[config.mk]
export PLATFORM = sky130hd
export DESIGN_NAME = yuvrgb_fifo
export DESIGN_NICKNAME = d
export VERILOG_FILES = /design/src/hdl/yuvrgb_pkg.sv /design/src/hdl/yuvrgb_fifo.sv
export SDC_FILE = /design/constraint.sdc
export NUM_CORES = 1
export LEC_CHECK = 0
export BUFFER_PORTS_ARGS = -buffer_cell sky130_fd_sc_hd__buf_2
export CORE_UTILIZATION = 57
export DETAILED_ROUTE_END_ITERATION = 8
export PLACE_DENSITY = 0.79
export SLEW_MARGIN = 20
export SYNTH_ARGS = -nofsm -noshare
export SYNTH_HDL_FRONTEND = slang
export SYNTH_SLANG_ARGS = --single-unit
export TNS_END_PERCENT = 50
[constraint.sdc]
create_clock -name aclk -period 6.5 [get_ports aclk]
set_input_delay 0.325 -clock aclk [delete_from_list [all_inputs] [get_ports aclk]]
set_output_delay 0.325 -clock aclk [all_outputs]
set_load 0.02 [all_outputs]
[src/hdl/yuvrgb_pkg.sv]
// Shared types, constants and coefficient table for the YUV to RGB converter.
// No dependencies; every other file of the block imports this package.
package yuvrgb_pkg;

    // fixed-point setup
    localparam int COEFF_FRAC_BITS = 16;
    localparam int FIX_FRAC        = 24;

    // field widths
    localparam int SAMPLE_W    = 16;
    localparam int OUT_W       = 8;
    localparam int CFG_IDX_W   = 1;
    localparam int CFG_DATA_W  = 5;
    localparam int BITS_W      = 5;
    localparam int SHIFT_SEL_W = 4;

    localparam logic [BITS_W-1:0] BITS_MIN = 5'd8;
    localparam logic [BITS_W-1:0] BITS_MAX = 5'd16;
    localparam logic [OUT_W-1:0]  OUT_MAX  = '1;

    // half-float fields
    localparam int HALF_MAN_W = 10;
    localparam int HALF_EXP_W = 5;
    localparam logic [HALF_EXP_W-1:0] HALF_EXP_TOP = '1;

    // datapath widths
    localparam int MAG_W  = 40;
    localparam int COEF_W = COEFF_FRAC_BITS + 1;
    localparam int HI_W   = MAG_W - COEFF_FRAC_BITS;
    localparam int LO_W   = COEFF_FRAC_BITS;
    localparam int PHI_W  = HI_W + COEF_W;
    localparam int PLO_W  = LO_W + COEF_W;
    localparam int ACC_W  = (COEFF_FRAC_BITS + 21 > 44) ? COEFF_FRAC_BITS + 21 : 44;
    localparam int PRD_W  = ACC_W - 1;
    localparam int SHF_W  = $clog2(COEFF_FRAC_BITS + 9);

    // queue and pipeline sizing (depth must be a power of two)
    localparam int FIFO_DEPTH    = 4;
    localparam int FIFO_PTR_W    = $clog2(FIFO_DEPTH);
    localparam int FIFO_CNT_W    = $clog2(FIFO_DEPTH + 1);
    localparam int BACK_STAGES   = 4;
    localparam int MAX_IN_FLIGHT = 1 + FIFO_DEPTH + BACK_STAGES;
    localparam int INFLIGHT_W    = $clog2(MAX_IN_FLIGHT + 1);

    // matrix coefficients, rounded to nearest
    localparam logic [COEF_W-1:0] K_RV =
        COEF_W'(((64'd1400 << COEFF_FRAC_BITS) + 64'd500) / 64'd1000);
    localparam logic [COEF_W-1:0] K_GU =
        COEF_W'(((64'd343 << COEFF_FRAC_BITS) + 64'd500) / 64'd1000);
    localparam logic [COEF_W-1:0] K_GV =
        COEF_W'(((64'd711 << COEFF_FRAC_BITS) + 64'd500) / 64'd1000);
    localparam logic [COEF_W-1:0] K_BU =
        COEF_W'(((64'd1765 << COEFF_FRAC_BITS) + 64'd500) / 64'd1000);

    // chroma products: red from V, green from U and V, blue from U
    localparam int PRD_N  = 4;
    localparam int PRD_RV = 0;
    localparam int PRD_GU = 1;
    localparam int PRD_GV = 2;
    localparam int PRD_BU = 3;
    localparam logic [PRD_N-1:0] PRD_FROM_U = 4'b1010;
    localparam logic [PRD_N-1:0] PRD_FLIP   = 4'b0110;

    // register indexes
    typedef enum logic [CFG_IDX_W-1:0] {
        REG_INPUT_FORMAT = 1'b0,
        REG_SAMPLE_BITS  = 1'b1
    } cfg_reg_t;

    typedef enum logic {
        FMT_INT  = 1'b0,
        FMT_HALF = 1'b1
    } fmt_t;

    typedef enum logic [1:0] {
        HK_FIN,
        HK_PINF,
        HK_NINF,
        HK_NAN
    } half_kind_t;

    // forced channel result for non-finite inputs
    typedef enum logic [1:0] {
        SP_NONE,
        SP_ZERO,
        SP_FULL
    } special_t;

    typedef struct packed {
        fmt_t                   fmt;
        logic [SHIFT_SEL_W-1:0] shift_sel;
        special_t               spec_r;
        special_t               spec_g;
        special_t               spec_b;
    } chan_ctl_t;

    // classified pixel handed from front to back
    typedef struct packed {
        chan_ctl_t        ctl;
        logic [MAG_W-1:0] y_mag;
        logic             y_neg;
        logic [MAG_W-1:0] u_mag;
        logic             u_neg;
        logic [MAG_W-1:0] v_mag;
        logic             v_neg;
    } work_t;

    function automatic logic [COEF_W-1:0] prd_coef(input int idx);
        logic [COEF_W-1:0] k;
        case (idx)
            PRD_RV:  k = K_RV;
            PRD_GU:  k = K_GU;
            PRD_GV:  k = K_GV;
            PRD_BU:  k = K_BU;
            default: k = '0;
        endcase
        return k;
    endfunction

endpackage

[src/hdl/yuvrgb_fifo.sv]
// Short queue of classified pixels between front and back parts.
// Small register file with count; uses yuvrgb_pkg for the entry type and depth.
module yuvrgb_fifo (
    input  logic              aclk,
    input  logic              aresetn,
    input  logic              wr_valid,
    output logic              wr_ready,
    input  yuvrgb_pkg::work_t wr_item,
    output logic              rd_valid,
    input  logic              rd_ready,
    output yuvrgb_pkg::work_t rd_item
);
    import yuvrgb_pkg::*;

    work_t                 mem_reg [FIFO_DEPTH];
    logic [FIFO_PTR_W-1:0] wr_ptr_reg;
    logic [FIFO_PTR_W-1:0] rd_ptr_reg;
    logic [FIFO_CNT_W-1:0] count_reg;
    logic [FIFO_CNT_W-1:0] count_next;
    logic                  push;
    logic                  pop;

    // handshake flags
    assign wr_ready = (count_reg != FIFO_CNT_W'(FIFO_DEPTH));
    assign rd_valid = (count_reg != '0);
    assign push     = wr_valid && wr_ready;
    assign pop      = rd_valid && rd_ready;

    assign count_next = count_reg + FIFO_CNT_W'(push) - FIFO_CNT_W'(pop);

    // pointers and fill count
    always_ff @(posedge aclk) begin
        if (!aresetn) begin
            wr_ptr_reg <= '0;
            rd_ptr_reg <= '0;
            count_reg  <= '0;
        end else begin
            if (push) begin
                wr_ptr_reg <= wr_ptr_reg + FIFO_PTR_W'(1);
            end
            if (pop) begin
                rd_ptr_reg <= rd_ptr_reg + FIFO_PTR_W'(1);
            end
            count_reg <= count_next;
        end
    end

    // entry storage
    always_ff @(posedge aclk) begin
        if (push) begin
            mem_reg[wr_ptr_reg] <= wr_item;
        end
    end

    assign rd_item = mem_reg[rd_ptr_reg];

endmodule

=== Word-level counts from Yosys, hierarchy flattened ===
Memory sizes are Yosys's and may differ from the RTL's. A register that Yosys moved wholly into a read port is not among the register bits.
Cells that the tools add are included.

* $add $sub $neg: 4
* $mul: 0
* Divide/modulo/power cells: 0
* Magnitude comparators: 0
* Equal/unequal tests: 1
* Shift-type cells: 0
* Muxes and demuxes: 4
* Bitwise logic cells: 0
* Reduce and logical (&&, ||, !) cells: 3

{| class="wikitable"
|+ Operators with widths
! cell !! number
|-
| adder 2 x 1 -> 2 bit (second input constant) || 2
|-
| two-way mux 2 bit || 2
|-
| adder 3 x 1 -> 3 bit || 1
|-
| inequality test 3 bit (second input constant) || 1
|-
| nonzero test 3 bit || 1
|-
| subtractor 3 x 1 -> 3 bit || 1
|-
| logical AND 1 bit || 2
|-
| two-way mux 1 bit || 2
|}

* Register bits after elaboration: 7
* Bits in latches: 0
* Memory bits (writable): 536
* Memory bits (read-only): 0
* Output and inout bits: 136
* Logic and storage cells: 16
* Memories: 1

{| class="wikitable"
|+ Memories
! name !! depth !! bits a word !! rd ports !! clocked after Yosys merged registers in !! wr ports !! line !! text
|-
| mem_reg || 4 || 134 || 1 || 1 || 1 || yuvrgb_fifo.sv:15 || <nowiki>work_t mem_reg [FIFO_DEPTH];</nowiki>
|}

=== Longest topological paths before layout ===
Gate-level depths: netlist of the first run.

* Depth in word-level cells: 4
* Gate-level depth with buffers: 11

=== Worst setup path before layout of the first run ===
OpenSTA, ideal clock, no wires.

* Path kind: reg2reg
* Start: register count_reg[1]
* End: memory mem_reg[0][0] in the netlist's numbering (enable)
* Arrival time: 4.000 ns
* Required time: 5.991 ns
* Slack: 1.991 ns
* Cell stages (with the launch flop): 4
* Cell sequence: dfxtp_1 -> nor2_1 -> a21boi_1 -> and2_1

* Cells in the longest elaborated chain, start to end: 4

{| class="wikitable"
|+ Ends and longest elaborated chain
! item !! line !! text
|-
| start: declaration || yuvrgb_fifo.sv:18 || <nowiki>logic [FIFO_CNT_W-1:0] count_reg;</nowiki>
|-
| start signal: assignment || yuvrgb_fifo.sv:44 || <nowiki>count_reg <= count_next;</nowiki>
|-
| inequality test 3 bit || yuvrgb_fifo.sv:24 || <nowiki>assign wr_ready = (count_reg != FIFO_CNT_W'(FIFO_DEPTH));</nowiki>
|-
| logical AND 1 bit || yuvrgb_fifo.sv:26 || <nowiki>assign push = wr_valid && wr_ready;</nowiki>
|-
| two-way mux 1 bit || yuvrgb_fifo.sv:50 || <nowiki>if (push) begin</nowiki>
|-
| two-way mux 1 bit (not written as such) || yuvrgb_fifo.sv:51 || <nowiki>mem_reg[wr_ptr_reg] <= wr_item;</nowiki>
|-
| end: declaration || yuvrgb_fifo.sv:15 ||
|}

No other way between the ends.

==> flow_summary.toml, run 1 <==
[sta]
tightestPinTransition_ns = 0.942
fin_skew_ns = 0.0171
setup_tns_ns = 0
setup-violations-final = 0
period_minus_slack_ns = 3.42
relSlewSlack_pct = 37.2
max_freq_mhz = 293
hold_viol_final = 0
slew_violations = 0
rsz0062_at_grt = "no"
post-route-period-util_pct = 52.6

[global_route]
grt_pass1_vias = 9827
grt_usage_pct = 22.7
grt-ovfl-total = 0
grt_pass1_wl_mm = 59.5
antenna_found_initial = 7
grt_max_degree = 90

[power_and_ir_drop]
seq_power_share_pct = 47.0
p_leak_uw = 0.00829
power-per-cell-area_nw_per_um2 = 385
p_switching_uw = 2670
power_frac_comb_pct = 23.7
peakVddDrop_mv = 0.290
internal_power_uw = 6770
power_frac_clock_pct = 29.4
switching_share_pct = 28.3

[hold_path]
hp-class = "in -> reg"

[logic_synthesis]
ys_seq_area_share_pct = 82.3
yosysWarningCount = 0
ys_ff_latch = 545
synth_cell_types = 19
yosys.area.top_type_share_pct = 81.4
syn_area_um2 = 19800
synth_nets = 893
synth_area_per_cell_um2 = 26.4
netlist_instances = 748
synth_top_cell_by_area = "edfxtp_1"
synth_area_leaders = "edfxtp_1, mux4_2, dfxtp_1, buf_6, buf_2"

[floorplanning]
io_pins = 274
die_h_um = 188
start_util_pct = 58.4
coreArea_um2 = 33900
fp.dieW_um = 188
core.rowCount = 67
die_area_um2 = 35400

[placed_design]
placed_cells = 1450
gp_congestion = 0.713
hpwlAfterDp_mm = 22.0
portBuffers = 273

[drt]
vias = 9495
drt_wl_total_mm = 39.3
wl_per_cell_um = 23.5
drtIter0Drc = 763
drtAntennaViolNets = 0
vias_per_cell = 5.66
route.detailed.drc = 0
dr.pass1.iters = 5

[cells_and_area]
drive_above_1_share_pct = 40.2
nNetsFinal = 1335
areaGrowthSynthToFinish_pct = 24.1
fin_cells = 1677
final_common_cell = "edfxtp_1"
final_cell_mix = "edfxtp_1, buf_2, mux4_2, dlygate4sd3_1, clkbuf_16"
largest_reg_flops = 536

[setup_path]
required_ns = 6.17
endpoint_kind = "output pin"
critPathKind = "reg -> out"
timing.critical_path.fanout_max = 89
start_kind = "register"
worstPathArrival_ns = 3.09

[cts]
post_cts_resized = 0
clkLatencyLatePin_ns = 0.58
clock_path_buffers = 3
holdBufCountCts = 134
tritoncts = "built"
post-cts-setup-buffer-count = 0
cts_sinks = 545
htreeDepth = 2
clk_pin_slew_ns = 0.06
cts_root_buf = "clkbuf_16"
cts_buffers = 52

[status]
outcome = "completed"

[run]
maxCapViolCount = 0
## cell type report
type / instances / area [um2]
Sequential cell: 545 / 16300
Timing Repair Buffer: 419 / 2830
Fill cell: 1982 / 9320
Antenna cell: 5 / 12.5
Tap cell: 448 / 561
Clock buffer: 69 / 1420
Multi-Input combinational cell: 167 / 3290
Inverter: 5 / 18.8
Clock inverter: 19 / 126
## worst max-delay path, stage by stage (launching register included)
cell and delay, ns:
dfxtp_4 0.97, buf_12 0.60, mux4_2 0.66, buf_2 0.19
## path summary, 6_finish.rpt
| kind | to | start | slack (ns) | depth (start not counted) |
|---|---|---|---|---|
| min reg2reg | wr_ptr_reg[1] | wr_ptr_reg[1] | 0.51 | 2 |
| max reg2reg | mem_reg[3][22] | count_reg[1] | 3.31 | 4 |
| max | rd_item[89] | register | 3.08 | 3 |
| min | register | aresetn | 0.09 | 2 |
## cell usage after synthesis
library cell,n
a21boi_1,1
and2_1,7
buf_2,15
buf_6,8
clkbuf_1,8
dfxtp_1,9
edfxtp_1,536
fa_1,1
ha_1,6
inv_1,5
mux2i_1,2
mux4_2,134
nand2_1,5
nor2_1,1
nor2b_1,3
o311ai_0,1
o31a_1,1
or3_1,1
xnor2_1,4
## metal layers
layer  wire [um]  part of all wire [%]  up-vias  track usage [%]
met5          34                 0.086        -                0
met1       15400                    39     4895             32.0
li1            -                     -     4114                -
met2       19200                    49      418             35.0
met3        3770                   9.6       62             6.20
met4         941                   2.4        6             7.63
## per-stage QoR
step / worst slack (ns) / power (uW) / cell area (um2) / util [%] / hold WS (ns)
global placement: 3.33 / 6650 / 21600 / 63.8 / 0.489
global route: 2.78 / 9790 / 24500 / 72.5 / 0.0786
detailed placement: 3.26 / 6700 / 21600 / 63.9 / 0.500
floorplan: 1.99 / 6020 / 19800 / - / 0.424
CTS: 2.90 / 9520 / 24500 / 72.4 / 0.0634
finish: 3.08 / 9440 / 24500 / 72.5 / 0.0924
## power groups by stage
stage | combinational, uW | clock [uW] | sequential (uW)
2_1_floorplan | 1590 | 0 | 4430
3_3_place_gp | 2160 | 0 | 4490
3_5_place_dp | 2180 | 0 | 4510
4_1_cts | 2260 | 2820 | 4450
5_1_grt | 2360 | 2950 | 4480
6_report | 2240 | 2770 | 4430
## logic make-up after synthesis
kind of cell | Yosys count | share of synthesized area, %
compound gates | 3 | 0.127
xor+xnor | 4 | 0.177
fa+ha+maj | 7 | 0.481
buf+inv | 36 | 1.08
flops | 545 | 82.3
mux | 136 | 15.4
simple gates | 17 | 0.462
Power figures use the tool's default switching activity.
==> inputs of run 2 (changes only) <==
- ABC_AREA: unset -> 1
- clock period: 6.5 -> 3.2 ns (I/O delays scaled with it)
==> run 2 against run 1 <==
Worst setup slack got worse by 2.6 ns. Count of clock-buffer cells in the layout down 2. First-iteration DRC count increased by 59%. Register-to-register slack got worse by 2.3 ns. Largest power group unchanged. Largest cell class unchanged. Synthesized cell count grew 82%. Highest routed layer is now met4.
==> flow_summary.toml, run 2 <==
[status]
outcome = "completed"

[drt]
dr.pass1.iters = 5
vias = 13227
drtIter0Drc = 1212
vias_per_cell = 5.84
route.detailed.drc = 0
wl_per_cell_um = 21.0
drtAntennaViolNets = 0
drt_wl_total_mm = 47.6

[logic_synthesis]
synth_nets = 1506
syn_area_um2 = 20400
synth-edff-count = 536
yosys_most_used_dff = "edfxtp_1"
yosys.area.top_type_share_pct = 79.0
async_reset_ff_share_pct = 0
synth_area_per_cell_um2 = 15.0
synth_top_cell_by_area = "edfxtp_1"
yosysMostFrequentCell = "edfxtp_1"
netlist_instances = 1361
ys_ff_latch = 545
synth_area_leaders = "edfxtp_1, o21ai_0, nor2_1, o22ai_1, buf_6"
synth_common_cells = "edfxtp_1, nor2_1, o21ai_0, o22ai_1, o21ai_1"
synth_cell_types = 21
yosysWarningCount = 0
ys_seq_area_share_pct = 79.9

[floorplanning]
die_h_um = 191
fp.dieW_um = 191
core.rowCount = 68
die_area_um2 = 36500
coreArea_um2 = 34900
io_pins = 274
start_util_pct = 58.4

[cts]
tritoncts = "built"
cts_buffers = 52
cts_sinks = 545
cts_root_buf = "clkbuf_16"
htreeDepth = 2
clk_pin_slew_ns = 0.06
clock_path_buffers = 3
clkLatencyLatePin_ns = 0.59

[setup_path]
start_kind = "register"
crit-reg2reg-launch = "count_reg[1]"
worstPathArrival_ns = 2.58
endpoint_kind = "output pin"
timing.critical_path.fanout_max = 109
required_ns = 3.04
critPathKind = "reg -> out"

[global_route]
grt-ovfl-total = 0
grt_pass1_vias = 13349
antenna_found_initial = 2
grt_usage_pct = 25.9
grt_pass1_wl_mm = 72.0
grt_max_degree = 141

[cells_and_area]
drive_above_1_share_pct = 21.1
areaGrowthSynthToFinish_pct = 23.2
final_cell_mix = "edfxtp_1, nor2_1, buf_2, o21ai_0, dlygate4sd3_1"
nNetsFinal = 1909
fillerInstances = 2077
largest_reg_flops = 536
final_common_cell = "edfxtp_1"

[sta]
max_freq_mhz = 365
relSlewSlack_pct = 49.6
post-route-period-util_pct = 85.6
fin_skew_ns = 0.0213
setup_tns_ns = 0
tightestPinTransition_ns = 0.755
hold_viol_final = 0
slew_violations = 0
setup-violations-final = 0
whs_ns = 0.324
rsz0062_at_grt = "no"
period_minus_slack_ns = 2.74

[placed_design]
gp_congestion = 0.735
portBuffers = 273
hpwlAfterDp_mm = 24.1

[power_and_ir_drop]
power-per-cell-area_nw_per_um2 = 785
peakVddDrop_mv = 0.680
p_leak_uw = 0.00885

[hold_path]
hold_start = "wr_item[19]"
hp-class = "in -> reg"

[run]
maxCapViolCount = 0
==> run 2: changes by cell type after synthesis, moves of 7 or more <==
cell / change
o21ai_0: +211
o21ai_1: +58
mux4_2: -134
and2_1: -7
nand2_1: +8
nor2_1: +279
inv_1: +9
buf_6: +19
clkbuf_1: +35
o22ai_1: +134
==> run 2: worst paths after layout <==
check	cells after the start	slack (ns)	to
worst max-delay path	5	0.46	rd_item[114]
worst min-delay path	2	0.32	mem_reg[2][19]
worst max register to register	10	1.01	count_reg[2]
worst min register to register	2	0.54	register
==> run 2: worst max-delay path, stage by stage, from the launching register on <==
cell	delay, ns
dfxtp_4	0.45
inv_8	0.49
buf_12	0.40
o21ai_0	0.13
o22ai_1	0.17
buf_2	0.21
==> run 2: kinds of logic (layout without fill, tap and decap cells) <==
group           Yosys count  after routing  share of synthesized area [%]
compound gates          409            409                           10.9
fa+ha+maj                 7              7                          0.467
buf+inv                 104            550                           3.30
flops                   545            545                           79.9
other cells               0              3                              0
simple gates            296            296                           5.47
==> run 2: metal layers <==
metal | routed length (um) | vias to the layer above | GRT usage [%]
li1 | - | 5972 | -
met1 | 17800 | 6448 | 32.8
met4 | 1290 | 0 | 9.68
met3 | 4850 | 105 | 7.03
met5 | 0 | - | 0
met2 | 23600 | 702 | 42.8
==> run 2: power by group <==
group | internal, uW | switching, uW
Clock | 3210 | 2550
Sequential | 8690 | 220
Combinational | 1470 | 3570
==> run 2: layout make-up <==
class / count / area (um2) / area share, %
clock inverters: 30 / 211 / 0.843
inverters: 16 / 72.6 / 0.289
repair buffers: 437 / 3100 / 12.4
multi-input cells: 712 / 3470 / 13.8
diodes: 3 / 7.51 / 0.0299
well taps: 455 / 569 / 2.27
flip-flops and latches: 545 / 16300 / 64.9
clock buffers: 67 / 1380 / 5.49
==> run 2: per-stage QoR <==
stage          total power [uW]  worst slack, ns  instances  util [%]  area (um2)
4_1_cts                   19700            0.484       2262      71.9       25100
6_report                  19700            0.460       2265      71.9       25100
2_1_floorplan             12300           0.0377       1361         -       20400
3_5_place_dp              13800             1.12       2028      63.4       22100
3_3_place_gp              13700             1.17       2028      63.4       22100
5_1_grt                   20500            0.315       2264      71.9       25100
==> run 2: what timing repair did <==
item / 4_1_cts / 5_1_grt
hold buffers: 137 / 0
endpoints found under the hold margin: 545 / 0
resized for setup: 0 / 0
setup buffers: 0 / 0
