$ cat config.mk
export PLATFORM = sky130hd
export DESIGN_NAME = yuvrgb_front
export DESIGN_NICKNAME = d
export VERILOG_FILES = /design/src/hdl/yuvrgb_pkg.sv /design/src/hdl/yuvrgb_front.sv
export SDC_FILE = /design/constraint.sdc
export NUM_CORES = 1
export LEC_CHECK = 0
export CORE_MARGIN = 5
export CORE_UTILIZATION = 57
export CTS_BUF_LIST = sky130_fd_sc_hd__clkbuf_8
export DETAILED_ROUTE_END_ITERATION = 10
export DONT_BUFFER_PORTS = 1
export HOLD_SLACK_MARGIN = 0.03
export PLACE_DENSITY = 0.69
export SLEW_MARGIN = 20
export SYNTH_ARGS = -nofsm -noshare
export SYNTH_HDL_FRONTEND = slang
export SYNTH_SLANG_ARGS = --single-unit
$ cat constraint.sdc
create_clock -name aclk -period 5.3 [get_ports aclk]
set_input_delay 0.265 -clock aclk [delete_from_list [all_inputs] [get_ports aclk]]
set_output_delay 0.265 -clock aclk [all_outputs]
set_load 0.005 [all_outputs]
$ cat src/hdl/yuvrgb_pkg.sv
// Shared types, constants and coefficient table for the YUV to RGB converter.
// No dependencies; every other file of the block imports this package.
package yuvrgb_pkg;

    // fixed-point setup
    localparam int COEFF_FRAC_BITS = 16;
    localparam int FIX_FRAC        = 24;

    // field widths
    localparam int SAMPLE_W    = 16;
    localparam int OUT_W       = 8;
    localparam int CFG_IDX_W   = 1;
    localparam int CFG_DATA_W  = 5;
    localparam int BITS_W      = 5;
    localparam int SHIFT_SEL_W = 4;

    localparam logic [BITS_W-1:0] BITS_MIN = 5'd8;
    localparam logic [BITS_W-1:0] BITS_MAX = 5'd16;
    localparam logic [OUT_W-1:0]  OUT_MAX  = '1;

    // half-float fields
    localparam int HALF_MAN_W = 10;
    localparam int HALF_EXP_W = 5;
    localparam logic [HALF_EXP_W-1:0] HALF_EXP_TOP = '1;

    // datapath widths
    localparam int MAG_W  = 40;
    localparam int COEF_W = COEFF_FRAC_BITS + 1;
    localparam int HI_W   = MAG_W - COEFF_FRAC_BITS;
    localparam int LO_W   = COEFF_FRAC_BITS;
    localparam int PHI_W  = HI_W + COEF_W;
    localparam int PLO_W  = LO_W + COEF_W;
    localparam int ACC_W  = (COEFF_FRAC_BITS + 21 > 44) ? COEFF_FRAC_BITS + 21 : 44;
    localparam int PRD_W  = ACC_W - 1;
    localparam int SHF_W  = $clog2(COEFF_FRAC_BITS + 9);

    // queue and pipeline sizing (depth must be a power of two)
    localparam int FIFO_DEPTH    = 4;
    localparam int FIFO_PTR_W    = $clog2(FIFO_DEPTH);
    localparam int FIFO_CNT_W    = $clog2(FIFO_DEPTH + 1);
    localparam int BACK_STAGES   = 4;
    localparam int MAX_IN_FLIGHT = 1 + FIFO_DEPTH + BACK_STAGES;
    localparam int INFLIGHT_W    = $clog2(MAX_IN_FLIGHT + 1);

    // matrix coefficients, rounded to nearest
    localparam logic [COEF_W-1:0] K_RV =
        COEF_W'(((64'd1400 << COEFF_FRAC_BITS) + 64'd500) / 64'd1000);
    localparam logic [COEF_W-1:0] K_GU =
        COEF_W'(((64'd343 << COEFF_FRAC_BITS) + 64'd500) / 64'd1000);
    localparam logic [COEF_W-1:0] K_GV =
        COEF_W'(((64'd711 << COEFF_FRAC_BITS) + 64'd500) / 64'd1000);
    localparam logic [COEF_W-1:0] K_BU =
        COEF_W'(((64'd1765 << COEFF_FRAC_BITS) + 64'd500) / 64'd1000);

    // chroma products: red from V, green from U and V, blue from U
    localparam int PRD_N  = 4;
    localparam int PRD_RV = 0;
    localparam int PRD_GU = 1;
    localparam int PRD_GV = 2;
    localparam int PRD_BU = 3;
    localparam logic [PRD_N-1:0] PRD_FROM_U = 4'b1010;
    localparam logic [PRD_N-1:0] PRD_FLIP   = 4'b0110;

    // register indexes
    typedef enum logic [CFG_IDX_W-1:0] {
        REG_INPUT_FORMAT = 1'b0,
        REG_SAMPLE_BITS  = 1'b1
    } cfg_reg_t;

    typedef enum logic {
        FMT_INT  = 1'b0,
        FMT_HALF = 1'b1
    } fmt_t;

    typedef enum logic [1:0] {
        HK_FIN,
        HK_PINF,
        HK_NINF,
        HK_NAN
    } half_kind_t;

    // forced channel result for non-finite inputs
    typedef enum logic [1:0] {
        SP_NONE,
        SP_ZERO,
        SP_FULL
    } special_t;

    typedef struct packed {
        fmt_t                   fmt;
        logic [SHIFT_SEL_W-1:0] shift_sel;
        special_t               spec_r;
        special_t               spec_g;
        special_t               spec_b;
    } chan_ctl_t;

    // classified pixel handed from front to back
    typedef struct packed {
        chan_ctl_t        ctl;
        logic [MAG_W-1:0] y_mag;
        logic             y_neg;
        logic [MAG_W-1:0] u_mag;
        logic             u_neg;
        logic [MAG_W-1:0] v_mag;
        logic             v_neg;
    } work_t;

    function automatic logic [COEF_W-1:0] prd_coef(input int idx);
        logic [COEF_W-1:0] k;
        case (idx)
            PRD_RV:  k = K_RV;
            PRD_GU:  k = K_GU;
            PRD_GV:  k = K_GV;
            PRD_BU:  k = K_BU;
            default: k = '0;
        endcase
        return k;
    endfunction

endpackage

$ cat src/hdl/yuvrgb_front.sv
// Front part: configuration registers, input transfer and sample classification.
// Decodes half-float patterns or centers integer chroma; uses yuvrgb_pkg.
module yuvrgb_front (
    input  logic                               aclk,
    input  logic                               aresetn,
    input  logic                               cfg_wr_en,
    input  logic [yuvrgb_pkg::CFG_IDX_W-1:0]   cfg_index,
    input  logic [yuvrgb_pkg::CFG_DATA_W-1:0]  cfg_wdata,
    input  logic                               s_valid,
    output logic                               s_ready,
    input  logic [yuvrgb_pkg::SAMPLE_W-1:0]    s_luma,
    input  logic [yuvrgb_pkg::SAMPLE_W-1:0]    s_chroma_blue,
    input  logic [yuvrgb_pkg::SAMPLE_W-1:0]    s_chroma_red,
    output logic                               out_valid,
    input  logic                               out_ready,
    output yuvrgb_pkg::work_t                  out_item
);
    import yuvrgb_pkg::*;

    typedef struct packed {
        half_kind_t       kind;
        logic             neg;
        logic [MAG_W-1:0] mag;
    } half_t;

    fmt_t              fmt_reg;
    logic [BITS_W-1:0] sample_bits_reg;
    logic              out_valid_reg;
    logic              out_valid_next;
    work_t             out_item_reg;
    work_t             out_item_next;

    logic [BITS_W-1:0]   bits_eff;
    logic [SAMPLE_W:0]   mid;
    logic [SAMPLE_W+1:0] u_ctr;
    logic [SAMPLE_W+1:0] v_ctr;
    logic [SAMPLE_W+1:0] u_abs;
    logic [SAMPLE_W+1:0] v_abs;
    half_t               hy;
    half_t               hu;
    half_t               hv;
    logic                take;

    // exact decode of one half-float pattern into magnitude, sign and kind
    function automatic half_t decode_half(input logic [SAMPLE_W-1:0] h);
        half_t                r;
        logic [HALF_EXP_W-1:0] e;
        logic [HALF_MAN_W-1:0] m;
        logic [MAG_W-1:0]      base;
        e      = h[HALF_MAN_W +: HALF_EXP_W];
        m      = h[HALF_MAN_W-1:0];
        base   = MAG_W'({1'b1, m});
        r.neg  = h[SAMPLE_W-1];
        r.kind = HK_FIN;
        r.mag  = '0;
        if (e == HALF_EXP_TOP) begin
            if (m != '0) begin
                r.kind = HK_NAN;
            end else if (h[SAMPLE_W-1]) begin
                r.kind = HK_NINF;
            end else begin
                r.kind = HK_PINF;
            end
        end else if (e == '0) begin
            // subnormal: mantissa is already in units of 2^-24
            r.mag = MAG_W'(m);
        end else begin
            r.mag = base << (e - HALF_EXP_W'(1));
        end
        return r;
    endfunction

    // forced result of one channel from the kinds of its terms
    function automatic special_t chan_spec(
        input half_kind_t k0,
        input half_kind_t k1,
        input logic       f1,
        input half_kind_t k2,
        input logic       f2
    );
        logic     nan;
        logic     pinf;
        logic     ninf;
        special_t sp;
        nan  = (k0 == HK_NAN) || (k1 == HK_NAN) || (k2 == HK_NAN);
        pinf = (k0 == HK_PINF) || (k1 == HK_PINF && !f1) || (k1 == HK_NINF && f1)
            || (k2 == HK_PINF && !f2) || (k2 == HK_NINF && f2);
        ninf = (k0 == HK_NINF) || (k1 == HK_NINF && !f1) || (k1 == HK_PINF && f1)
            || (k2 == HK_NINF && !f2) || (k2 == HK_PINF && f2);
        if (nan || ninf) begin
            sp = SP_ZERO;
        end else if (pinf) begin
            sp = SP_FULL;
        end else begin
            sp = SP_NONE;
        end
        return sp;
    endfunction

    // configuration writes
    always_ff @(posedge aclk) begin
        if (!aresetn) begin
            fmt_reg         <= FMT_INT;
            sample_bits_reg <= BITS_MIN;
        end else if (cfg_wr_en) begin
            unique case (cfg_index)
                REG_INPUT_FORMAT: fmt_reg         <= fmt_t'(cfg_wdata[0]);
                REG_SAMPLE_BITS:  sample_bits_reg <= cfg_wdata;
                default: ;
            endcase
        end
    end

    // integer mode: limit sample width and center the chroma
    always_comb begin
        if (sample_bits_reg < BITS_MIN) begin
            bits_eff = BITS_MIN;
        end else if (sample_bits_reg > BITS_MAX) begin
            bits_eff = BITS_MAX;
        end else begin
            bits_eff = sample_bits_reg;
        end
        mid   = (SAMPLE_W+1)'(1) << (bits_eff - BITS_W'(1));
        u_ctr = {2'b00, s_chroma_blue} - {1'b0, mid};
        v_ctr = {2'b00, s_chroma_red} - {1'b0, mid};
        u_abs = u_ctr[SAMPLE_W+1] ? -u_ctr : u_ctr;
        v_abs = v_ctr[SAMPLE_W+1] ? -v_ctr : v_ctr;
    end

    // half-float mode decode
    assign hy = decode_half(s_luma);
    assign hu = decode_half(s_chroma_blue);
    assign hv = decode_half(s_chroma_red);

    // classified item
    always_comb begin
        out_item_next = '0;
        if (fmt_reg == FMT_HALF) begin
            out_item_next.ctl.fmt       = FMT_HALF;
            out_item_next.ctl.shift_sel = '0;
            out_item_next.ctl.spec_r    = chan_spec(hy.kind, hv.kind, 1'b0, HK_FIN, 1'b0);
            out_item_next.ctl.spec_g    = chan_spec(hy.kind, hu.kind, 1'b1, hv.kind, 1'b1);
            out_item_next.ctl.spec_b    = chan_spec(hy.kind, hu.kind, 1'b0, HK_FIN, 1'b0);
            out_item_next.y_mag         = hy.mag;
            out_item_next.y_neg         = hy.neg;
            out_item_next.u_mag         = hu.mag;
            out_item_next.u_neg         = hu.neg;
            out_item_next.v_mag         = hv.mag;
            out_item_next.v_neg         = hv.neg;
        end else begin
            out_item_next.ctl.fmt       = FMT_INT;
            out_item_next.ctl.shift_sel = SHIFT_SEL_W'(bits_eff - BITS_MIN);
            out_item_next.ctl.spec_r    = SP_NONE;
            out_item_next.ctl.spec_g    = SP_NONE;
            out_item_next.ctl.spec_b    = SP_NONE;
            out_item_next.y_mag         = MAG_W'(s_luma);
            out_item_next.y_neg         = 1'b0;
            out_item_next.u_mag         = MAG_W'(u_abs);
            out_item_next.u_neg         = u_ctr[SAMPLE_W+1];
            out_item_next.v_mag         = MAG_W'(v_abs);
            out_item_next.v_neg         = v_ctr[SAMPLE_W+1];
        end
    end

    // input stage register
    assign s_ready        = !out_valid_reg || out_ready;
    assign take           = s_valid && s_ready;
    assign out_valid_next = take || (out_valid_reg && !out_ready);

    always_ff @(posedge aclk) begin
        if (!aresetn) begin
            out_valid_reg <= 1'b0;
        end else begin
            out_valid_reg <= out_valid_next;
        end
    end

    always_ff @(posedge aclk) begin
        if (take) begin
            out_item_reg <= out_item_next;
        end
    end

    assign out_valid = out_valid_reg;
    assign out_item  = out_item_reg;

endmodule

# Word level (Yosys, flattened, before mapping)
# Index checks and enable logic that the tools add are counted.
[totals]
regBits = 141
latchBits = 0
ram_bits = 0
mem_bits_ro = 0
word_cells = 109
mem_count = 0
[op_classes]
add_sub_neg = 9
multipliers = 0
n_div = 0
order_cmp = 2
eq_ne = 12
shifts = 4
muxes = 26
bitwise_logic = 2
reduce_logical = 34
[op_table]
columns = ["cell", "count"]
rows = [
  ["40-bit 2-to-1 mux", 6],
  ["134-bit 2-to-1 mux", 1],
  ["11-bit by 5-bit left shift with 40-bit output", 3],
  ["18-bit 2-to-1 mux", 2],
  ["18-bit negation", 2],
  ["16-bit by 17-bit subtractor with 18-bit output", 2],
  ["2-bit 2-to-1 mux", 15],
  ["10-bit nonzero test", 3],
  ["5-bit by 1-bit subtractor with 5-bit output (second input constant)", 4],
  ["1-bit by 5-bit left shift with 17-bit output (first input constant)", 1],
  ["1-bit logical OR", 16],
  ["5-bit equality test (second input constant)", 3],
  ["5-bit logical NOT", 3],
  ["2-bit equality test (second input constant)", 6],
  ["5-bit 2-to-1 mux", 2],
  ["3-bit OR reduction", 3],
  ["2-bit by 1-bit equality test with 1-bit output (second input constant)", 3],
  ["2-bit OR reduction", 3],
  ["5-bit > comparator (second input constant)", 1],
  ["5-bit by 4-bit less-than comparator with 1-bit output (second input constant)", 1],
  ["2-bit AND reduction", 2],
  ["4-bit subtractor (second input constant)", 1],
  ["1-bit logical AND", 2],
  ["1-bit logical NOT", 2],
  ["1-bit NOT", 2],
]

# Longest topological paths before layout
[depth]
depth_word = 9
mapped_depth = 15

# Worst setup path before layout
# No wires, ideal clock.
[synth_path]
path_kind = "register -> register"
from = "register out_valid_reg (netlist: out_valid)"
to = "register out_item_reg, in the netlist out_item[0] (enable)"
setup_ns = 0.509
arrival_ns = 3.518
setup_slack_ns = 1.273
stages_incl_launch_ff = 3
path_buffers = 0
synth_period_minus_slack_ns = 4.027
cell_sequence = "dfxtp_1 -> nand2b_1 -> and2_1"
[synth_via]
elab_chain_cells = 3
[synth_rtl]
columns = ["element", "line", "text"]
rows = [
  ["start, declared", "yuvrgb_front.sv:28", "logic out_valid_reg;"],
  ["start signal, assigned", "yuvrgb_front.sv:174", "out_valid_reg <= out_valid_next;"],
  ["1-bit logical NOT", "yuvrgb_front.sv:166", "assign s_ready = !out_valid_reg || out_ready;"],
  ["1-bit logical OR", "yuvrgb_front.sv:166", ""],
  ["via s_ready", "yuvrgb_front.sv:10", "output logic s_ready,"],
  ["1-bit logical AND", "yuvrgb_front.sv:167", "assign take = s_valid && s_ready;"],
  ["via take", "yuvrgb_front.sv:42", "logic take;"],
  ["end signal, assigned", "yuvrgb_front.sv:180", "out_item_reg <= out_item_next;"],
  ["end, declared", "yuvrgb_front.sv:30", "work_t out_item_reg;"],
]
# The timed path passes the listed nets, and every way through them passes these cells.
# A chain may end at the register's enable or synchronous reset.

==> flow_summary.rst <==
.. list-table::
   :header-rows: 1

   * - Metric
     - Value
   * - RSZ-0062 raised after global routing
     - no
   * - Maximum cell stage delay along the critical path
     - around 570 ps
   * - Post-DR vias/cell
     - 6.50
   * - Pwr Density
     - just under 300 nW/µm²
   * - Area growth, synth to finish
     - 8.91%
   * - Height of the die
     - ~140 µm
   * - Die width
     - around 140 µm
   * - Top Family by Delay on Critical Path
     - compound AO/OA/AOI/OAI gates
   * - Yosys synthesis warning count
     - 0
   * - CP Launch Type
     - flop
   * - Total Negative Setup Slacks
     - 0 ps
   * - Placed cell areas
     - between 10,000 and 15,000 µm²
   * - Via count of the first global-routing pass
     - between 7,000 and 8,000
   * - Total Routing Usage GR
     - around 28%
   * - Routed WL per cell
     - 21.7 µm
   * - Met2 WL
     - about 13 mm
   * - Overall power after layout
     - around 3.2 mW
   * - Number of cells in the design after placement
     - between 1,000 and 1,500
   * - Antenna-violating nets left
     - 0
   * - Highest routed layer
     - met4
   * - Leakage power figure
     - between 4 and 5 nW
   * - Count of max-cap constraint violations
     - 0
   * - Signal arrival time at the worst endpoint
     - about 4500 ps
   * - DPL Wire Length
     - between 20 and 25 mm
   * - Setup bufs post-CTS
     - 0
   * - Minimum setup slack among reg-to-reg paths
     - 950 ps
   * - Die ar.
     - about 21,000 µm²
   * - Seq/Total Area, Yosys
     - 40.9%
   * - Critical path data required time
     - between 5000 and 6000 ps
   * - Total grt overflow
     - 0
   * - Post-synthesis cell count
     - 1,079
   * - Worst ir drop on vdd
     - 0.224 mV
   * - Post-Route Utilization
     - roughly 62%
   * - Via count
     - just under 9,000
   * - Min setup slack post-route
     - between 900 and 1000 ps
   * - H-tree levels
     - 4
   * - Clock network latency to the later pin of the worst-skew pair
     - 460 ps
   * - Type of the most critical hold path
     - input pin to flop
   * - Setup violators final
     - 0
   * - Maximum number of pins on one net before global-route repair
     - 60
   * - Clock tree buffer depth
     - 2
   * - Fraction of layout instances using a drive strength above 1
     - 7.18%
   * - Gpl congestion
     - between 0.9 and 1
   * - Residual DRC
     - 0
   * - Slowest-stage cell, CP
     - o31ai_1
   * - Synthesized area per cell
     - 9.45 µm²
   * - Initial DRC count
     - about 950
   * - Fmax achieved
     - between 200 and 250 MHz
   * - Number of synthesized flops with an enable pin
     - approximately 130
   * - Number of hold violations in the final report
     - 0
   * - Number of flip-flops under the largest register name
     - 134
   * - Number of iterations in the first detailed-routing pass
     - 5
   * - Max transition margin
     - about a quarter
   * - Combined area of all synthesized cells
     - ~10,000 µm²
   * - Worst path buffer plus inverter count
     - 0
   * - Number of buffers inserted by port buffering
     - 0
   * - Number of placement rows
     - 49
   * - Post-route clock period utilization
     - 82.0%
   * - List of cells traversed by the critical path
     - nor2b_1, o21ai_0, ha_1, nand2_1, ha_1, a21oi_1, o221ai_1, o31ai_1, a21oi_1, a41oi_1, xor2_1, o22ai_1
   * - Number of filler instances in the final layout
     - 1,489
   * - Total length of routed met3 wires
     - between 2 and 3 mm
   * - CTS Sinks
     - 141
   * - Async S/R FF share, synth
     - 0%
   * - Number of different library cells in the post-synthesis netlist
     - 82
   * - Commonest cells after routing, fill and taps aside
     - 134 x edfxtp_1, 112 x nand2_1, 110 x nor2_1, 73 x o21ai_0, 55 x a21oi_1
   * - Fin Hold WS
     - around 68 ps
   * - Slew at the pin closest to its max-slew limit
     - around 1100 ps
   * - Flip-flop and latch count after synthesis
     - 141
   * - Critical-path maximum fanout
     - 12
   * - Total routed wirelength
     - 29.2 mm
   * - Element type at the critical path end
     - flop
   * - Metal-1 WL
     - 12.1 mm
   * - Finished Cell Area
     - about 11,000 µm²
   * - Prevailing post-synth register cell
     - edfxtp_1
   * - Final net count
     - between 1,000 and 1,500
   * - Number of instances resized during post-cts repair
     - 0
   * - Clock tree from TritonCTS
     - built
   * - Top-Level Pins
     - between 150 and 200
   * - Starting Density
     - roughly 57%
   * - Number of antenna violations at the first check in global routing
     - 0
   * - Most common cell after layout, fill and taps aside
     - edfxtp_1
   * - Result of the run
     - finished, final reports clean
   * - CTS buffer count
     - 17
   * - Critical path start-end classification
     - flop to flop
   * - Final critical path time including I/O delays and setup
     - roughly 4300 ps
   * - Final Max Tran Viols
     - 0
   * - Worst clock skew on the final layout
     - ~10 ps
   * - Non-filler cells in the finished layout
     - about 1,300
   * - Clock slew at reported path FFs
     - around 90 ps
   * - Post-place setup slack
     - ~1000 ps
   * - Wire length of the first global-routing pass
     - ~44 mm
   * - Area of the core
     - about 18,000 µm²
   * - Clock root cell
     - clkbuf_8
report_power, final:
group / internal, mW / total [mW] / switching (mW) / leakage, nW
Sequential: 1.35 / 1.42 / 0.0669 / 1.40
Clock: 0.473 / 0.932 / 0.459 / 0.207
Combinational: 0.339 / 0.877 / 0.539 / 2.44
synth_stat cells (14+ instances only):
library cell	instances	area (µm²)
nor2b_1	24	150
a211oi_1	15	113
a21oi_1	55	275
xor2_1	21	184
and3_1	14	87.6
inv_1	33	124
mux2i_1	31	310
nor3_1	28	140
nand3_1	36	180
nor2_1	110	413
edfxtp_1	134	4020
o22ai_1	38	238
ha_1	47	588
o21ai_0	73	365
o21a_1	15	113
xnor2_1	31	272
clkbuf_1	40	150
nand2_1	112	420
worst paths after layout:
check,from,depth (start not counted),endpoint
setup / recovery,sample_bits_reg[3]$_SDFFE_PN1P_,12,out_item[13]$_DFFE_PP_
hold / removal,cfg_index,3,fmt_reg$_SDFFE_PN0P_
setup reg to reg,sample_bits_reg[3]$_SDFFE_PN1P_,12,out_item[13]$_DFFE_PP_
hold reg to reg,sample_bits_reg[4]$_SDFFE_PN0P_,2,sample_bits_reg[4]$_SDFFE_PN0P_
logic make-up after synthesis:
kind of cell / share of synthesized area, %
simple gates: 18.3
compound gates: 21.1
flops: 40.9
buf+inv: 3.14
xor+xnor: 4.47
fa+ha+maj: 6.16
mux: 5.92
other cells: 0.0737
layer usage:
layer	GRT usage (%)	up-vias
met5	0	-
met4	8.92	0
met3	7.89	57
met2	43.7	423
met1	37.3	4112
li1	-	4147
timing repair:
item | 4_1_cts | 5_1_grt
setup endpoints to repair | 0 | 0
endpoints found under the hold margin | 20 | 0
hold buffers | 25 | 0
cell type report:
| class | count | area (µm²) | share of cell area, % |
|---|---|---|---|
| diodes | 1 | 2.50 | 0.0225 |
| clock buffers | 17 | 234 | 2.11 |
| clock inverters | 15 | 185 | 1.67 |
| inverters | 35 | 131 | 1.18 |
| multi-input cells | 870 | 5760 | 51.9 |
| flip-flops and latches | 141 | 4170 | 37.5 |
| well taps | 229 | 287 | 2.58 |
| repair buffers | 36 | 333 | 3.00 |
worst register-to-register path, cell delays in order, from the launching register on:
cell      delay (ps)
dfxtp_1          350
nor2b_1          290
o21ai_0          250
ha_1             420
nand2_1          110
ha_1             340
a21oi_1          450
o221ai_1         310
o31ai_1          570
a21oi_1          430
a41oi_1          320
xor2_1           170
o22ai_1           90
Power figures use the tool's default switching activity.
