`src/hdl/yuvrgb_pkg.sv`:
```
// Shared types, constants and coefficient table for the YUV to RGB converter.
// No dependencies; every other file of the block imports this package.
package yuvrgb_pkg;

    // fixed-point setup
    localparam int COEFF_FRAC_BITS = 16;
    localparam int FIX_FRAC        = 24;

    // field widths
    localparam int SAMPLE_W    = 16;
    localparam int OUT_W       = 8;
    localparam int CFG_IDX_W   = 1;
    localparam int CFG_DATA_W  = 5;
    localparam int BITS_W      = 5;
    localparam int SHIFT_SEL_W = 4;

    localparam logic [BITS_W-1:0] BITS_MIN = 5'd8;
    localparam logic [BITS_W-1:0] BITS_MAX = 5'd16;
    localparam logic [OUT_W-1:0]  OUT_MAX  = '1;

    // half-float fields
    localparam int HALF_MAN_W = 10;
    localparam int HALF_EXP_W = 5;
    localparam logic [HALF_EXP_W-1:0] HALF_EXP_TOP = '1;

    // datapath widths
    localparam int MAG_W  = 40;
    localparam int COEF_W = COEFF_FRAC_BITS + 1;
    localparam int HI_W   = MAG_W - COEFF_FRAC_BITS;
    localparam int LO_W   = COEFF_FRAC_BITS;
    localparam int PHI_W  = HI_W + COEF_W;
    localparam int PLO_W  = LO_W + COEF_W;
    localparam int ACC_W  = (COEFF_FRAC_BITS + 21 > 44) ? COEFF_FRAC_BITS + 21 : 44;
    localparam int PRD_W  = ACC_W - 1;
    localparam int SHF_W  = $clog2(COEFF_FRAC_BITS + 9);

    // queue and pipeline sizing (depth must be a power of two)
    localparam int FIFO_DEPTH    = 4;
    localparam int FIFO_PTR_W    = $clog2(FIFO_DEPTH);
    localparam int FIFO_CNT_W    = $clog2(FIFO_DEPTH + 1);
    localparam int BACK_STAGES   = 4;
    localparam int MAX_IN_FLIGHT = 1 + FIFO_DEPTH + BACK_STAGES;
    localparam int INFLIGHT_W    = $clog2(MAX_IN_FLIGHT + 1);

    // matrix coefficients, rounded to nearest
    localparam logic [COEF_W-1:0] K_RV =
        COEF_W'(((64'd1400 << COEFF_FRAC_BITS) + 64'd500) / 64'd1000);
    localparam logic [COEF_W-1:0] K_GU =
        COEF_W'(((64'd343 << COEFF_FRAC_BITS) + 64'd500) / 64'd1000);
    localparam logic [COEF_W-1:0] K_GV =
        COEF_W'(((64'd711 << COEFF_FRAC_BITS) + 64'd500) / 64'd1000);
    localparam logic [COEF_W-1:0] K_BU =
        COEF_W'(((64'd1765 << COEFF_FRAC_BITS) + 64'd500) / 64'd1000);

    // chroma products: red from V, green from U and V, blue from U
    localparam int PRD_N  = 4;
    localparam int PRD_RV = 0;
    localparam int PRD_GU = 1;
    localparam int PRD_GV = 2;
    localparam int PRD_BU = 3;
    localparam logic [PRD_N-1:0] PRD_FROM_U = 4'b1010;
    localparam logic [PRD_N-1:0] PRD_FLIP   = 4'b0110;

    // register indexes
    typedef enum logic [CFG_IDX_W-1:0] {
        REG_INPUT_FORMAT = 1'b0,
        REG_SAMPLE_BITS  = 1'b1
    } cfg_reg_t;

    typedef enum logic {
        FMT_INT  = 1'b0,
        FMT_HALF = 1'b1
    } fmt_t;

    typedef enum logic [1:0] {
        HK_FIN,
        HK_PINF,
        HK_NINF,
        HK_NAN
    } half_kind_t;

    // forced channel result for non-finite inputs
    typedef enum logic [1:0] {
        SP_NONE,
        SP_ZERO,
        SP_FULL
    } special_t;

    typedef struct packed {
        fmt_t                   fmt;
        logic [SHIFT_SEL_W-1:0] shift_sel;
        special_t               spec_r;
        special_t               spec_g;
        special_t               spec_b;
    } chan_ctl_t;

    // classified pixel handed from front to back
    typedef struct packed {
        chan_ctl_t        ctl;
        logic [MAG_W-1:0] y_mag;
        logic             y_neg;
        logic [MAG_W-1:0] u_mag;
        logic             u_neg;
        logic [MAG_W-1:0] v_mag;
        logic             v_neg;
    } work_t;

    function automatic logic [COEF_W-1:0] prd_coef(input int idx);
        logic [COEF_W-1:0] k;
        case (idx)
            PRD_RV:  k = K_RV;
            PRD_GU:  k = K_GU;
            PRD_GV:  k = K_GV;
            PRD_BU:  k = K_BU;
            default: k = '0;
        endcase
        return k;
    endfunction

endpackage

```
`src/hdl/yuvrgb_back.sv`:
```
// Back part: four-stage matrix pipeline from classified pixel to 8-bit RGB.
// Partial products, term combine, channel sums, clamp and scale; uses yuvrgb_pkg.
module yuvrgb_back (
    input  logic                         aclk,
    input  logic                         aresetn,
    input  logic                         in_valid,
    output logic                         in_ready,
    input  yuvrgb_pkg::work_t            in_item,
    output logic                         m_valid,
    input  logic                         m_ready,
    output logic [yuvrgb_pkg::OUT_W-1:0] m_red,
    output logic [yuvrgb_pkg::OUT_W-1:0] m_green,
    output logic [yuvrgb_pkg::OUT_W-1:0] m_blue
);
    import yuvrgb_pkg::*;

    // stage valids and ready chain
    logic s1_valid_reg;
    logic s2_valid_reg;
    logic s3_valid_reg;
    logic s4_valid_reg;
    logic rdy1;
    logic rdy2;
    logic rdy3;
    logic rdy4;
    logic en1;
    logic en2;
    logic en3;
    logic en4;

    // stage 1: partial products
    chan_ctl_t                s1_ctl_reg;
    logic signed [ACC_W-1:0]  s1_y_reg;
    logic signed [ACC_W-1:0]  s1_y_next;
    logic [PHI_W-1:0]         s1_hi_reg   [PRD_N];
    logic [PHI_W-1:0]         s1_hi_next  [PRD_N];
    logic [PLO_W-1:0]         s1_lo_reg   [PRD_N];
    logic [PLO_W-1:0]         s1_lo_next  [PRD_N];
    logic [PRD_N-1:0]         s1_neg_reg;
    logic [PRD_N-1:0]         s1_neg_next;

    // stage 2: signed terms
    chan_ctl_t                s2_ctl_reg;
    logic signed [ACC_W-1:0]  s2_y_reg;
    logic signed [ACC_W-1:0]  s2_term_reg  [PRD_N];
    logic signed [ACC_W-1:0]  s2_term_next [PRD_N];

    // stage 3: channel sums
    chan_ctl_t                s3_ctl_reg;
    logic signed [ACC_W-1:0]  s3_r_reg;
    logic signed [ACC_W-1:0]  s3_g_reg;
    logic signed [ACC_W-1:0]  s3_b_reg;

    // stage 4: output register
    logic [OUT_W-1:0]         s4_r_reg;
    logic [OUT_W-1:0]         s4_g_reg;
    logic [OUT_W-1:0]         s4_b_reg;

    // clamp and scale one channel sum to a byte
    function automatic logic [OUT_W-1:0] to_byte(
        input logic signed [ACC_W-1:0]  acc,
        input chan_ctl_t                ctl,
        input special_t                 sp
    );
        logic [ACC_W-1:0]          shifted;
        logic [FIX_FRAC:0]         clip;
        logic [FIX_FRAC+OUT_W:0]   scaled;
        logic signed [ACC_W-1:0]   fix_one;
        logic [OUT_W-1:0]          res;
        fix_one = ACC_W'(1) << FIX_FRAC;
        shifted = $unsigned(acc) >> (SHF_W'(COEFF_FRAC_BITS) + SHF_W'(ctl.shift_sel));
        if (acc[ACC_W-1]) begin
            clip = '0;
        end else if (acc > fix_one) begin
            clip = (FIX_FRAC+1)'(fix_one);
        end else begin
            clip = acc[FIX_FRAC:0];
        end
        // times 255 as times 256 minus one
        scaled = {clip, {OUT_W{1'b0}}} - (FIX_FRAC+OUT_W+1)'(clip);
        if (ctl.fmt == FMT_HALF) begin
            res = scaled[FIX_FRAC+OUT_W-1:FIX_FRAC];
        end else if (acc[ACC_W-1]) begin
            res = '0;
        end else if (shifted > ACC_W'(OUT_MAX)) begin
            res = OUT_MAX;
        end else begin
            res = shifted[OUT_W-1:0];
        end
        case (sp)
            SP_ZERO: res = '0;
            SP_FULL: res = OUT_MAX;
            default: ;
        endcase
        return res;
    endfunction

    // ready chain from the output back
    assign rdy4     = !s4_valid_reg || m_ready;
    assign rdy3     = !s3_valid_reg || rdy4;
    assign rdy2     = !s2_valid_reg || rdy3;
    assign rdy1     = !s1_valid_reg || rdy2;
    assign in_ready = rdy1;
    assign en1      = in_valid && rdy1;
    assign en2      = s1_valid_reg && rdy2;
    assign en3      = s2_valid_reg && rdy3;
    assign en4      = s3_valid_reg && rdy4;

    always_ff @(posedge aclk) begin
        if (!aresetn) begin
            s1_valid_reg <= 1'b0;
            s2_valid_reg <= 1'b0;
            s3_valid_reg <= 1'b0;
            s4_valid_reg <= 1'b0;
        end else begin
            if (rdy1) s1_valid_reg <= in_valid;
            if (rdy2) s2_valid_reg <= s1_valid_reg;
            if (rdy3) s3_valid_reg <= s2_valid_reg;
            if (rdy4) s4_valid_reg <= s3_valid_reg;
        end
    end

    // stage 1: split each magnitude into high and low parts, one multiply each
    always_comb begin
        logic [MAG_W-1:0] mag;
        logic [ACC_W-1:0] y_ext;
        for (int p = 0; p < PRD_N; p++) begin
            mag            = PRD_FROM_U[p] ? in_item.u_mag : in_item.v_mag;
            s1_neg_next[p] = (PRD_FROM_U[p] ? in_item.u_neg : in_item.v_neg) ^ PRD_FLIP[p];
            s1_hi_next[p]  = PHI_W'(mag[MAG_W-1:LO_W]) * PHI_W'(prd_coef(p));
            s1_lo_next[p]  = PLO_W'(mag[LO_W-1:0]) * PLO_W'(prd_coef(p));
        end
        if (in_item.ctl.fmt == FMT_HALF) begin
            y_ext = ACC_W'(in_item.y_mag);
        end else begin
            y_ext = ACC_W'(in_item.y_mag) << COEFF_FRAC_BITS;
        end
        s1_y_next = in_item.y_neg ? -$signed(y_ext) : $signed(y_ext);
    end

    always_ff @(posedge aclk) begin
        if (en1) begin
            s1_ctl_reg <= in_item.ctl;
            s1_y_reg   <= s1_y_next;
            s1_neg_reg <= s1_neg_next;
            for (int p = 0; p < PRD_N; p++) begin
                s1_hi_reg[p] <= s1_hi_next[p];
                s1_lo_reg[p] <= s1_lo_next[p];
            end
        end
    end

    // stage 2: join partial products; half mode truncates the fraction toward zero
    always_comb begin
        logic [PRD_W-1:0] q;
        for (int p = 0; p < PRD_N; p++) begin
            if (s1_ctl_reg.fmt == FMT_HALF) begin
                q = PRD_W'(s1_hi_reg[p]) + PRD_W'(s1_lo_reg[p] >> COEFF_FRAC_BITS);
            end else begin
                q = (PRD_W'(s1_hi_reg[p]) << COEFF_FRAC_BITS) + PRD_W'(s1_lo_reg[p]);
            end
            s2_term_next[p] = s1_neg_reg[p] ? -$signed({1'b0, q}) : $signed({1'b0, q});
        end
    end

    always_ff @(posedge aclk) begin
        if (en2) begin
            s2_ctl_reg <= s1_ctl_reg;
            s2_y_reg   <= s1_y_reg;
            for (int p = 0; p < PRD_N; p++) begin
                s2_term_reg[p] <= s2_term_next[p];
            end
        end
    end

    // stage 3: channel sums
    always_ff @(posedge aclk) begin
        if (en3) begin
            s3_ctl_reg <= s2_ctl_reg;
            s3_r_reg   <= s2_y_reg + s2_term_reg[PRD_RV];
            s3_g_reg   <= s2_y_reg + s2_term_reg[PRD_GU] + s2_term_reg[PRD_GV];
            s3_b_reg   <= s2_y_reg + s2_term_reg[PRD_BU];
        end
    end

    // stage 4: clamp, scale and hold for the output transfer
    always_ff @(posedge aclk) begin
        if (en4) begin
            s4_r_reg <= to_byte(s3_r_reg, s3_ctl_reg, s3_ctl_reg.spec_r);
            s4_g_reg <= to_byte(s3_g_reg, s3_ctl_reg, s3_ctl_reg.spec_g);
            s4_b_reg <= to_byte(s3_b_reg, s3_ctl_reg, s3_ctl_reg.spec_b);
        end
    end

    assign m_valid = s4_valid_reg;
    assign m_red   = s4_r_reg;
    assign m_green = s4_g_reg;
    assign m_blue  = s4_b_reg;

endmodule

```
`config.mk`:
```
export PLATFORM = sky130hd
export DESIGN_NAME = yuvrgb_back
export DESIGN_NICKNAME = d
export VERILOG_FILES = /design/src/hdl/yuvrgb_pkg.sv /design/src/hdl/yuvrgb_back.sv
export SDC_FILE = /design/constraint.sdc
export NUM_CORES = 2
export LEC_CHECK = 0
export BUFFER_PORTS_ARGS = -buffer_cell sky130_fd_sc_hd__buf_2
export CAP_MARGIN = 5
export CORE_MARGIN = 3
export CORE_UTILIZATION = 55
export CTS_CLUSTER_DIAMETER = 150
export DETAILED_ROUTE_END_ITERATION = 10
export PLACE_DENSITY = 0.77
export SLEW_MARGIN = 20
export SYNTH_ARGS = -nofsm -noshare
export SYNTH_HDL_FRONTEND = slang
export SYNTH_SLANG_ARGS = --single-unit
```
`constraint.sdc`:
```
create_clock -name aclk -period 56 [get_ports aclk]
set_clock_uncertainty 0.15 [all_clocks]
set_input_delay 2.8 -clock aclk [delete_from_list [all_inputs] [get_ports aclk]]
set_output_delay 2.8 -clock aclk [all_outputs]
set_load 0.03 [all_outputs]
```
## Word level (Yosys, flattened, before mapping)

Memories as Yosys holds them, arrays and structs flattened.
Index checks and enable logic that the tools add are counted.

- Bits in writable memories: 472
- Bits in registers: 285
- Memories kept: 3
- Input port bits: 138
- Output and inout bits: 26

Memory list:

| memory | words | width | read ports | clocked after memory_dff | write ports | line | source |
|---|---|---|---|---|---|---|---|
| s2_term_reg | 4 | 44 | 4 | 0 | 4 | yuvrgb_back.sv:45 | `logic signed [ACC_W-1:0] s2_term_reg [PRD_N];` |
| s1_hi_reg | 4 | 41 | 4 | 0 | 4 | yuvrgb_back.sv:35 | `logic [PHI_W-1:0] s1_hi_reg [PRD_N];` |
| s1_lo_reg | 4 | 33 | 4 | 0 | 4 | yuvrgb_back.sv:37 | `logic [PLO_W-1:0] s1_lo_reg [PRD_N];` |

- Multiplexer cells: 35
- Equality and inequality tests: 6
- Reduce and logical (&&, ||, !) cells: 12
- $mul: 8
- $lt $le $gt $ge: 6
- Add/subtract/negate cells: 21
- Shift operators: 3
- Bitwise gates (word level): 2

Operator list:

| kind | number |
|---|---|
| 44-bit 2-to-1 mux | 6 |
| 25-bit 2-to-1 mux | 9 |
| 44-bit adder | 4 |
| 43-bit negation with 44-bit output | 4 |
| 43-bit by 33-bit adder with 43-bit output | 4 |
| 43-bit 2-to-1 mux | 4 |
| 41-bit by 17-bit adder with 42-bit output | 4 |
| 44-bit by 26-bit > comparator with 1-bit output (second input constant) | 3 |
| 44-bit by 8-bit > comparator with 1-bit output (second input constant) | 3 |
| 44-bit by 5-bit right shift with 44-bit output | 3 |
| 32-bit by 25-bit subtractor with 32-bit output | 3 |
| 8-bit 2-to-1 mux | 9 |
| 8-bit case mux with 2 select lines | 3 |
| 44-bit negation | 1 |
| 24-bit by 17-bit multiplier with 41-bit output (second input constant) | 1 |
| 24-bit by 16-bit multiplier with 40-bit output (second input constant) | 1 |
| 24-bit by 15-bit multiplier with 39-bit output (second input constant) | 1 |
| 24-bit by 14-bit multiplier with 38-bit output (second input constant) | 1 |
| 16-bit by 17-bit multiplier with 33-bit output (second input constant) | 1 |
| 16-bit by 16-bit multiplier with 32-bit output (second input constant) | 1 |
| 16-bit by 15-bit multiplier with 31-bit output (second input constant) | 1 |
| 16-bit by 14-bit multiplier with 30-bit output (second input constant) | 1 |
| 2-bit by 1-bit == test with 1-bit output (second input constant) | 3 |
| 2-bit == test (second input constant) | 3 |
| 6 further kinds | 19 |

## Longest topological paths before layout

- Depth in word-level cells: 8
- Depth in mapped cells: 24

## Worst setup path after synthesis

Ideal clock, no wire load.

- Path type: in2reg
- Start point: in m_ready
- End point: reg s1_ctl_reg[0] (netlist bit), enable pin
- Data required time: 54612 ps
- Stages: 3
- Path slack: 34830 ps
- Arrival: 19781 ps
- Cell sequence: nor2b_1 and2_0 a31oi_1

- Longest elaborated chain between the ends: 5

RTL lines:

| item | line | source |
|---|---|---|
| from (decl) | yuvrgb_back.sv:10 | `input logic m_ready,` |
| 1-bit logical OR | yuvrgb_back.sv:99 | `assign rdy4 = !s4_valid_reg \|\| m_ready;` |
| 1-bit logical OR | yuvrgb_back.sv:100 | `assign rdy3 = !s3_valid_reg \|\| rdy4;` |
| 1-bit logical OR | yuvrgb_back.sv:101 | `assign rdy2 = !s2_valid_reg \|\| rdy3;` |
| 1-bit logical OR | yuvrgb_back.sv:102 | `assign rdy1 = !s1_valid_reg \|\| rdy2;` |
| 1-bit logical AND | yuvrgb_back.sv:104 | `assign en1 = in_valid && rdy1;` |
| net en1 | yuvrgb_back.sv:26 | `logic en1;` |
| to (signal assigned) | yuvrgb_back.sv:143 | `s1_ctl_reg <= in_item.ctl;` |
| to (decl) | yuvrgb_back.sv:32 | `chan_ctl_t s1_ctl_reg;` |

The timed path passes the listed nets, and every way through them passes these cells.
A chain may end at the register's enable or synchronous reset.

==> impl_metrics.py <==
metrics = {
    "run_status": {
        "status": "finished, final reports clean",
    },
    "die": {
        "ioPinCount": 164,
        "die_area_um2": 175000,
        "dieWidth_um": 419,
        "start_util_pct": 55.7,
        "die_h_um": 419,
        "coreArea_um2": 168000,
        "rows": 150,
    },
    "timing": {
        "timing.hold.ws_ns": 0.262,
        "drv_slew": 0,
        "hold_viol": 0,
        "slew_headroom_pct": 25.2,
        "setup_tns_ns": 0,
        "tightest_slew_ns": 1.11,
        "max_freq_ghz": 0.107,
        "finalSetupViolations": 0,
        "rsz0062_at_grt": "no",
        "finalCriticalPeriod_ns": 9.32,
        "post-route-period-util_pct": 16.6,
    },
    "synthesis": {
        "yosys.area.top_type": "edfxtp_1",
        "synth-edff-count": 735,
        "ys.flop_type": "edfxtp_1",
        "netlist_instances": 9477,
        "syn_nets": 11800,
        "synthTopCellsByCount": "1,615 x inv_1, 1,313 x ha_1, 886 x fa_1",
        "synth_area_um2": 93800,
        "ys_seq_area_share_pct": 23.6,
        "avgSynthCellArea_um2": 9.89,
        "async_reset_ff_share_pct": 0,
        "ys_warn_count": 0,
        "synth_most_common_cell": "inv_1",
        "ys_ff_latch": 739,
        "synth_top_area_share_pct": 23.5,
        "ys_top_cells_by_area": "edfxtp_1 24%, fa_1 19%, ha_1 18%",
        "synth_cell_types": 97,
    },
    "critical_path": {
        "critical_path_class": "input pin to register",
        "r2r_end": "s2_term_reg[2][37]",
        "worst_setup_path_start_kind": "input pin",
        "end_kind": "register",
        "worstPathMaxFanout": 12,
        "r2r_start": "s1_ctl_reg[10]",
        "worstPathRequired_ns": 56.28,
        "startpoint": "in_item[63]",
        "worstPathArrival_ns": 9.60,
        "reg2reg_depth": 11,
        "endpoint": "s1_hi_reg[1][38]",
        "r2r_slack_ns": 49.47,
    },
    "cells_and_area": {
        "drive_gt1_share_pct": 4.91,
        "largest_register_ffs": 176,
        "n_fill_cell": 14000,
        "area_delta_synth_final_pct": 6.19,
        "ff_latch_area_um2": 22200,
        "nets": 11900,
        "multi_input_area_um2": 64800,
    },
    "global_routing": {
        "grt_overflow": 0,
        "grt_max_degree": 175,
        "antenna_found_initial": 8,
        "track_usage_pct": 30.2,
        "first_global_vias": 70300,
        "grt_pass1_wl_um": 410000,
    },
    "clock_network": {
        "numClockSinks": 739,
        "cts_tree": "yes",
        "clk_path_buf_depth": 3,
        "post_cts_resized": 0,
        "hold_buffers": 0,
        "worst_setup_hold_path_clk_slew_ns": 0.06,
        "postCtsSetupBuffers": 0,
        "clkLatencyLatePin_ns": 0.72,
        "cts_root_buf": "clkbuf_16",
        "cts_inserted_buffers": 82,
        "ctsHtreeMaxLevel": 3,
    },
    "place": {
        "hpwl_um": 224000,
        "place.gp.congestion": 1.02,
        "portBuffers": 163,
    },
    "drt": {
        "drc_errors": 0,
        "drt_wl_total_um": 266000,
        "drt_first_pass_iters": 7,
        "wl_per_cell_um": 22.5,
        "antenna_left": 0,
        "vias_per_cell": 6.05,
        "drt_iter0_markers": 6598,
        "vias": 71500,
    },
    "min_path": {
        "min_path_type": "register to register",
    },
    "run": {
        "maxCapViolCount": 0,
    },
}
[layout make-up]
class                      instances  share of cell area, %
multi-input combinational       6915                   65.1
sequential                       739                   22.2
inverter                        1618                   6.10
tap                             2204                   2.77
clock buffer                      90                   2.09
timing repair buffer             188                   1.09
clock inverter                    57                  0.635
antenna                            5                 0.0126
[layer usage]
metal | wire length [µm] | GRT usage, %
met5 | 0 | 0
met4 | 8100 | 8.26
met3 | 21300 | 5.20
met2 | 117000 | 46.3
met1 | 119000 | 44.0
[worst min path at each step]
| stage | start | to | slack, ns | depth (start not counted) |
|---|---|---|---|---|
| 2_1_floorplan | s1_ctl_reg[0] | s2_ctl_reg[0] | 0.25 | 0 |
| 3_3_place_gp | s1_y_reg[43] | s2_y_reg[43] | 0.25 | 0 |
| 3_5_place_dp | s1_ctl_reg[8] | s2_ctl_reg[8] | 0.26 | 0 |
| 4_1_cts | s1_y_reg[11] | s2_y_reg[11] | 0.26 | 0 |
| 5_1_grt | s1_y_reg[27] | s2_y_reg[27] | 0.28 | 0 |
| 6_report | s1_y_reg[11] | s2_y_reg[11] | 0.26 | 0 |
[cells in the final DEF, fill, tap and decap left out, drive strengths merged, types with 109 or more instances in the layout]
cell type	n
buf	188
a211oi	109
a21o	231
edfxtp	735
mux2i	121
fa	886
nand3	168
xnor2	446
xor2	215
o21ai	351
ha	1313
nand2	482
a21oi	523
nor3	166
inv	1624
nor2	431
[worst max-delay path, cell delays in order]
cell       delay, ns
buf_2           0.21
fa_1            0.62
inv_1           0.07
fa_1            0.47
fa_1            0.50
inv_1           0.07
fa_1            0.53
fa_1            0.60
fa_1            0.44
ha_1            0.39
nand2_1         0.10
a211oi_1        0.23
a21oi_1         0.17
o31a_1          0.36
o21ai_0         0.59
nand4_1         0.26
a2111oi_0       0.64
o31ai_1         0.26
mux2i_1         0.20
nand4_1         0.09
[through the flow]
step           worst slack, ns  instance area (µm²)  util, %  std cells
3_3_place_gp             46.18                96800     57.5      11700
5_1_grt                  46.36                99600     59.1      11800
3_5_place_dp             46.11                96800     57.5      11700
2_1_floorplan            34.83                93800        -       9477
6_report                 46.68                99600     59.1      11800
4_1_cts                  46.81                99500     59.1      11800
[logic make-up after synthesis]
family          after synthesis  share of synthesized area, %
fa+ha+maj                  2199                          36.4
compound gates             1952                          13.8
buf+inv                    1823                          7.35
mux                         179                          2.36
xor+xnor                    661                          6.17
flops                       739                          23.6
simple gates               1924                          10.3
Power is not shown: default switching activity piles up to over one toggle a cycle in this logic, so the estimate is an artifact.
